## src/design/smpq_ram.sv

```systemverilog
`timescale 1ns / 1ps

module smpq_ram #(
  parameter int WIDTH = 8,
  parameter int DEPTH = 64
) (
  input  logic                     clk,
  input  logic                     we,
  input  logic [$clog2(DEPTH)-1:0] addr,
  input  logic [WIDTH-1:0]         wdata,
  output logic [WIDTH-1:0]         rdata
);

  logic [WIDTH-1:0] mem [DEPTH];
  logic [WIDTH-1:0] rdata_r;

  always_ff @(posedge clk) begin
    if (we) begin
      mem[addr] <= wdata;
    end
    rdata_r <= mem[addr];
  end

  assign rdata = rdata_r;

endmodule

```

## config.mk

```make
export PLATFORM = sky130hd
export DESIGN_NAME = smpq_ram
export DESIGN_NICKNAME = d
export VERILOG_FILES = /design/src/design/smpq_ram.sv
export SDC_FILE = /design/constraint.sdc
export NUM_CORES = 1
export LEC_CHECK = 0
export ABC_AREA = 1
export BUFFER_PORTS_ARGS = -buffer_cell sky130_fd_sc_hd__clkbuf_2
export CAP_MARGIN = 25
export CORE_MARGIN = 3
export CORE_UTILIZATION = 45
export CTS_BUF_LIST = sky130_fd_sc_hd__clkbuf_16
export CTS_CLUSTER_SIZE = 10
export DETAILED_ROUTE_END_ITERATION = 8
export PLACE_DENSITY = 0.66
export SLEW_MARGIN = 0
export SYNTH_ARGS = -nofsm -noshare
export SYNTH_HDL_FRONTEND = slang
export SYNTH_SLANG_ARGS = --single-unit
```

## constraint.sdc

```tcl
create_clock -name clk -period 3.5 [get_ports clk]
set_input_delay 0.7 -clock clk [delete_from_list [all_inputs] [get_ports clk]]
set_output_delay 0.7 -clock clk [all_outputs]
set_load 0.1 [all_outputs]
```

==> flow_metrics.tcl <==
set metrics [dict create \
    post_drt_via_cell_ratio 5.119 \
    final.period_utilization_pct 65.21 \
    start_kind "input pin" \
    power.leakage_nw 10.48 \
    gp_congestion 0.8485 \
    antenna_found_initial 0 \
    final_common_cell "nand2_1" \
    dr.pass1.iters 5 \
    drc_errors 0 \
    antenna_cells 0 \
    synth_seq_area_share_pct 70.47 \
    ios 24 \
    htreeDepth 2 \
    tightest_slew_ns 0.9947 \
    p_total_mw 13.05 \
    postLayoutCoreUtil_pct 51.49 \
    wirelength_um 53820 \
    place_area_um2 23090 \
    ant_nets 0 \
    cts_buffer_depth 3 \
    synthesis.area_um2 22040 \
    r2r_slack_ns 1.92 \
    die_area_um2 51680 \
    cts_buffers 58 \
    fin_nets 2249 \
    syn-instance-count 2167 \
    reg2reg_from "mem[50][5]$_DFFE_PP_" \
    dieHeight_um 227.3 \
    required_ns 3.73 \
    hold_path_class "in2reg" \
    totalNegativeSetupSlack_ns 0 \
    finClkSkew_ns 0.02037 \
    clock_latency_ns 0.61 \
    overflow 0 \
    ys.flop_type "edfxtp_1" \
    start_util_pct 45.88 \
    fmax_mhz 438.2 \
    track_usage_pct 21.29 \
    vdd_drop_max_mv 0.3556 \
    p_sw_share_pct 22.95 \
    relSlewSlack_pct 33.69 \
    ys_ff_latch 520 \
    p_switching_mw 2.995 \
    synth_cell_types 22 \
    status "finished, final reports clean" \
    grt_pass1_vias 14590 \
    ys.warnings.count 0 \
    hold_viol 0 \
    synth_area_leaders "edfxtp_1 (70%), nand2_1 (24%), nor2_1 (1.5%), buf_2 (1.2%), buf_6 (0.77%)" \
    worstSetupPathType "in2reg" \
    cts_root_buf "clkbuf_16" \
    drtIter0Drc 1440 \
    postLayoutCellArea_um2 24740 \
    crit_path_max_fanout 8 \
    clkPwrFrac_pct 40.1 \
    path_clk_slew_ns 0.05 \
    r2r_cells 10 \
    synth-edff-count 512 \
    critPathCaptureType "flip-flop" \
    routedWlPerCell_um 18.65 \
    syn2layout_area_growth_pct 12.22 \
    grt_pass1_wl_um 83720 \
    fillers 4248 \
    portBuffers 23 \
    holdPathStages 1 \
    row_count 80 \
    pwr-share-seq_pct 53.0 \
    setup_viol 0 \
    maxSlewViolCount 0 \
    core_area_um2 48050 \
    async_flop_share_pct 0 \
    grt_max_degree 124 \
    powerDensity_nw_per_um2 527.5 \
    synth_largest_area_cell "edfxtp_1" \
    hold_buffers 0 \
    synth_nets 2183 \
    post_cts_resize_count 0 \
    via_count 14770 \
    die_w_um 227.3 \
    drive_gt1_share_pct 8.190 \
    clock_sinks 520 \
    post_cts_buffers 0 \
    synth_top_area_share_pct 69.74 \
    cts_tree "yes" \
    r2r-end "rdata[5]$_DFF_P_" \
    period_needed_ns 2.282 \
    rsz0062_at_grt "false" \
    min_to "mem[39][2]$_DFFE_PP_" \
    min-delay-start "wdata[2]" \
    cp.arrival_ns 2.51 \
    syn_area_per_cell_um2 10.17 \
    drv_cap 0 \
    power_frac_comb_pct 6.9 \
    dp.final_hpwl_um 31870 \
    final_cell_mix "nand2_1 (1384), edfxtp_1 (512), nor2_1 (87)" \
    internal_power_mw 10.05 \
]
[cell type report]
class	count	area (um^2)	area share, %
clock buffers	58	1451	5.867
clock inverters	40	172.7	0.6980
inverters	30	118.9	0.4805
multi-input cells	1516	5814	23.50
flip-flops and latches	520	15530	62.80
well taps	615	769.5	3.110
repair buffers	107	877.1	3.545
[routing by layer]
layer | global-route usage, % | wire length (um) | vias to the layer above
met3 | 2.747 | 3350 | 93
li1 | - | - | 7124
met4 | 6.903 | 1489 | 0
met1 | 29.49 | 23290 | 7112
met5 | 0 | 0 | -
met2 | 35.28 | 25690 | 444
[kinds of logic after synthesis]
| group | synth area share [%] |
|---|---|
| AOI/OAI and AO/OA | 0.3292 |
| and+or+nand+nor | 26.05 |
| DFF | 70.47 |
| buffers and inverters | 3.156 |
[worst max-delay path, stage by stage]
cell	delay (ns)
clkbuf_2	0.25
inv_2	0.07
nor2_2	0.21
nand3_1	0.52
nor2_1	0.75
[Yosys cell counts, drive strengths merged, types with 5 or more instances]
master / number
buf: 78
or2: 6
nand3: 13
clkbuf: 23
nand2: 1384
o21ai: 7
inv: 29
edfxtp: 512
o211ai: 5
nor3: 8
dfxtp: 8
nor2: 89
[flip-flops by register name, indices dropped and copies added, names as in the netlist]
signal and flops:
mem 512, rdata 8
[stage by stage]
step                instances  hold slack [ns]  worst slack [ns]
global placement         2785           0.8028            0.7526
detailed placement       2787           0.7844            0.6449
finish                   2886           0.6159             1.218
CTS                      2885           0.6148             1.277
floorplan                2167           0.5989            0.8314
global route             2886           0.6345             1.135
[power groups by stage]
stage	Sequential (mW)	Clock (mW)	Combinational (mW)
after global routing	6.91	5.63	0.999
final	6.92	5.23	0.904
after global placement	7.04	0	0.884
after CTS	6.92	5.35	0.903
after floorplan	7.14	0	0.471
after detailed placement	7.05	0	0.900
[worst max path at each step]
stage	start	endpoint	slack [ns]
after floorplan	addr[3]	mem[41][0]$_DFFE_PP_	0.83
after global placement	addr[2]	mem[4][4]$_DFFE_PP_	0.75
after detailed placement	addr[2]	mem[4][5]$_DFFE_PP_	0.64
after CTS	rdata[7]$_DFF_P_	rdata[7]	1.28
after global routing	addr[2]	mem[4][5]$_DFFE_PP_	1.14
final	addr[2]	mem[45][5]$_DFFE_PP_	1.22
Power figures use the tool's default switching activity.
