$ cat src/design/smpq_pkg.sv
`timescale 1ns / 1ps

package smpq_pkg;

  localparam int TABLE_DEPTH_DEF = 64;
  localparam int PRIO_BITS_DEF   = 8;

  localparam int ID_W        = 16;
  localparam int STAMP_W     = 32;
  localparam int IN_PRIO_W   = 8;
  localparam int KIND_W      = 2;
  localparam int STATUS_W    = 3;
  localparam int COUNT_OUT_W = 7;

  typedef enum logic [KIND_W-1:0] {
    KIND_INSERT  = 2'd0,
    KIND_POP     = 2'd1,
    KIND_UPGRADE = 2'd2,
    KIND_CLEAR   = 2'd3
  } kind_t;

  typedef enum logic [STATUS_W-1:0] {
    STATUS_OK              = 3'd0,
    STATUS_EMPTY           = 3'd1,
    STATUS_NOT_FOUND       = 3'd2,
    STATUS_NOT_MORE_URGENT = 3'd3,
    STATUS_FULL            = 3'd4
  } status_t;

  typedef enum logic [2:0] {
    S_INIT,
    S_IDLE,
    S_SCAN_A,
    S_WRITE,
    S_SCAN_B,
    S_CLEAR,
    S_DONE
  } state_t;

endpackage

$ cat src/design/smpq_cmp.sv
`timescale 1ns / 1ps

module smpq_cmp import smpq_pkg::*; #(
  parameter int PRIO_W = PRIO_BITS_DEF
) (
  input  logic [PRIO_W-1:0]  a_prio,
  input  logic [STAMP_W-1:0] a_stamp,
  input  logic [PRIO_W-1:0]  b_prio,
  input  logic [STAMP_W-1:0] b_stamp,
  output logic               a_first
);

  // smaller priority wins, older stamp breaks ties
  assign a_first = (a_prio < b_prio) || ((a_prio == b_prio) && (a_stamp < b_stamp));

endmodule

$ cat config.mk
export PLATFORM = sky130hd
export DESIGN_NAME = smpq_cmp
export DESIGN_NICKNAME = d
export VERILOG_FILES = /design/src/design/smpq_pkg.sv /design/src/design/smpq_cmp.sv
export SDC_FILE = /design/constraint.sdc
export NUM_CORES = 1
export LEC_CHECK = 0
export BUFFER_PORTS_ARGS = -buffer_cell sky130_fd_sc_hd__buf_4
export CAP_MARGIN = 20
export CELL_PAD_IN_SITES_DETAIL_PLACEMENT = 1
export CELL_PAD_IN_SITES_GLOBAL_PLACEMENT = 2
export CORE_UTILIZATION = 17
export DETAILED_ROUTE_END_ITERATION = 10
export PLACE_DENSITY_LB_ADDON = 0.1
export SYNTH_ARGS = -nofsm -noshare
export SYNTH_HDL_FRONTEND = slang
export SYNTH_SLANG_ARGS = --single-unit
$ cat constraint.sdc
create_clock -name vclk -period 2.2
set_clock_uncertainty 0.1 [all_clocks]
set_input_delay 0.33 -clock vclk [all_inputs]
set_output_delay 0.33 -clock vclk [all_outputs]
set_load 0.03 [all_outputs]
==> run metrics <==
Sequential Power Share=0%; # setup viols final=1; post-route worst setup slack=-382 ps; Power Dens Cells=between 150 and 200 mW/mm^2; CP max stage delay=around 500 ps; drt total wl=about 3.4 mm; dpl cell area=approximately 0.0019 sq mm; Filler cells=between 600 and 700; Design Area, Final=~0.0020 sq mm; leakage=about 0.0011 uW; initial antenna violation count=0; I/O Pins=slightly above 80; Synth top area share=49.9%; DR pass1 iterations=2; critical path peak fanout=2; final hold violation count=0; Tot GR Track Use=between 10% and 20%; Place WS=-477 ps; Slew HR=72.8%; f_max=approximately 390 MHz; WS Path Type=input pin to primary output; gpl congestion=0.758; complex-gate fraction of the synthesized area=a little under a fifth; post-synthesis mux area share=0%; initial drt markers=6; Initial Util=around 18%; Hold Crit Class=input pin to primary output; total gr overflow=0; global-route wire length before repair=between 5 and 6 mm; Worst Path Required=~1800 ps; antenna cell count=0; Synth cell types=23; startpoint types=input pin; Crit path top cell by count=buf_6; Synthesis Warnings=0; top cells by area, synth=ha_1 (50%), inv_1 (15%), a21oi_1 (7.7%), nand2_1 (4.2%), o21ai_0 (4.1%); Max-Cap Viols=0; Synth area leader=ha_1; synthesized cell area=just under 0.001 sq mm; Levels on crit path=9; Avg Vias per Cell=4.24; worst IR drop on VDD=~0.049 mV; pin count of the biggest net entering global routing=4; hold_sp=a_prio[7]; met1 Usage GRT=approximately an eighth; sw frac=~40%; Clk pwr share=0%; GR peak layer=met2; proportion of layout cells with a drive suffix above 1=48.1%; CP arrival=2150 ps; Die Span X=77.9 microns; GR Layer Usage met2=a little under a quarter; crit share post-route=117%; Pwr Total=between 300 and 400 uW; CP startpoint=b_stamp[14]; Switch Pwr=roughly 140 uW; FF+latch area=0 sq um; combinational share of power=100.0%; adder-cell share of the synthesized area=49.9%; P&R area growth vs syn=103%; Worst path slowest cell=or4_4; row count=27; final antenna-violating net count=0; worst-margin pin slew=roughly 400 ps; Global Route met3 Usage=about 1.2%; kind of end point of the critical path=primary output; Seq/Total Area, Yosys=0%; xor/xnor cell area share of the yosys netlist=0%; max-slew violation count=0; vias in the first global route=around 1400; WL per Instance=roughly 11 microns; Die Y=~80 microns; violated checks=setup timing; most frequent cells in the layout=buf_4 (82), inv_1 (32), ha_1 (31), a21oi_1 (15); Syn Area/Cell=between 6 and 7 sq um; min Tclk post-route=between 2000 and 3000 ps; DP Wirelength=3.24 mm; Internal Power=between 200 and 250 uW; Syn Inst Count=around 140; vias=1303; # nets final=roughly 360; commonest non-fill, non-tap cell in the layout=buf_4; number of DRC violations after detailed routing=0; area of the multi-input gates=975 sq um; combinational family with the most area after synthesis=adder cells; Core Region=approximately 0.0055 sq mm; critical path buffer and inverter count=3; critical-path cell list=buf_6 -> inv_2 -> ha_4 -> nand4_4 -> or3_1 -> or4_4 -> a31oi_4 -> o32ai_4 -> buf_6; critical path endpoint=a_first; syn_nets=~260; RSZ-0062 raised after global routing=true; cell class contributing the biggest share of worst-path delay=simple AND/OR/NAND/NOR gates; CLK BUF=0; Seq cells=0; I/O Buffers=81; simple-gate share of the synthesized area=16.5%; setup TNS=-382 ps; Die Area=0.00606 sq mm; status=finished with violations
[cell type report]
class	instances	share of cell area, %
tap	72	4.54
multi-input combinational	102	49.1
timing repair buffer	93	37.3
inverter	40	9.08
[stage by stage]
step	cells	utilization [%]	hold WS, ps
after floorplan	142	-	858
after global placement	302	34.2	1090
after detailed placement	302	34.2	1120
after CTS	307	35.8	1090
after global routing	307	35.8	1110
final	307	35.8	1080
[cell usage after synthesis]
cell type,count
a2111oi_0,2
a211oi_1,1
a21oi_1,15
a22oi_1,1
a31oi_1,1
and4_1,1
ha_1,39
inv_1,40
nand2_1,11
nand2b_1,1
nand3_1,2
nand4_1,3
nand4_2,1
nand4b_1,1
nor2_1,8
nor2b_1,1
nor3_1,1
o21a_1,1
o21ai_0,8
o32ai_1,1
o41ai_1,1
or3_1,1
or4_1,1
[kinds of logic (layout without fill, tap and decap cells)]
family          after synthesis  after routing
fa+ha+maj                    39             39
simple gates                 32             32
compound gates               31             31
buf+inv                      40            133
[per-layer routing]
metal  up-vias  share of wire [%]
met5         -                  0
met4         0                  0
met3         0                6.5
met2        44                 55
met1       588                 38
li1        671                  -
[how the worst min path moves through the flow]
stage,to,cells after the start
after floorplan,a_first,2
after global placement,a_first,4
after detailed placement,a_first,4
after CTS,a_first,4
after global routing,a_first,4
final,a_first,4
[power groups by stage]
stage / Combinational, uW / Sequential, uW / Clock [uW]
final: 344 / 0 / 0
after global routing: 391 / 0 / 0
after CTS: 352 / 0 / 0
after detailed placement: 334 / 0 / 0
after global placement: 317 / 0 / 0
after floorplan: 151 / 0 / 0
[what timing repair did]
action / in CTS / in global routing
setup buffers: 5 / 0
hold buffers: 0 / 0
resized for setup: 13 / 0
endpoints found under the setup margin: 1 / 1
pin swaps: 11 / 3
Note: power is estimated with default switching activity, not from simulation.
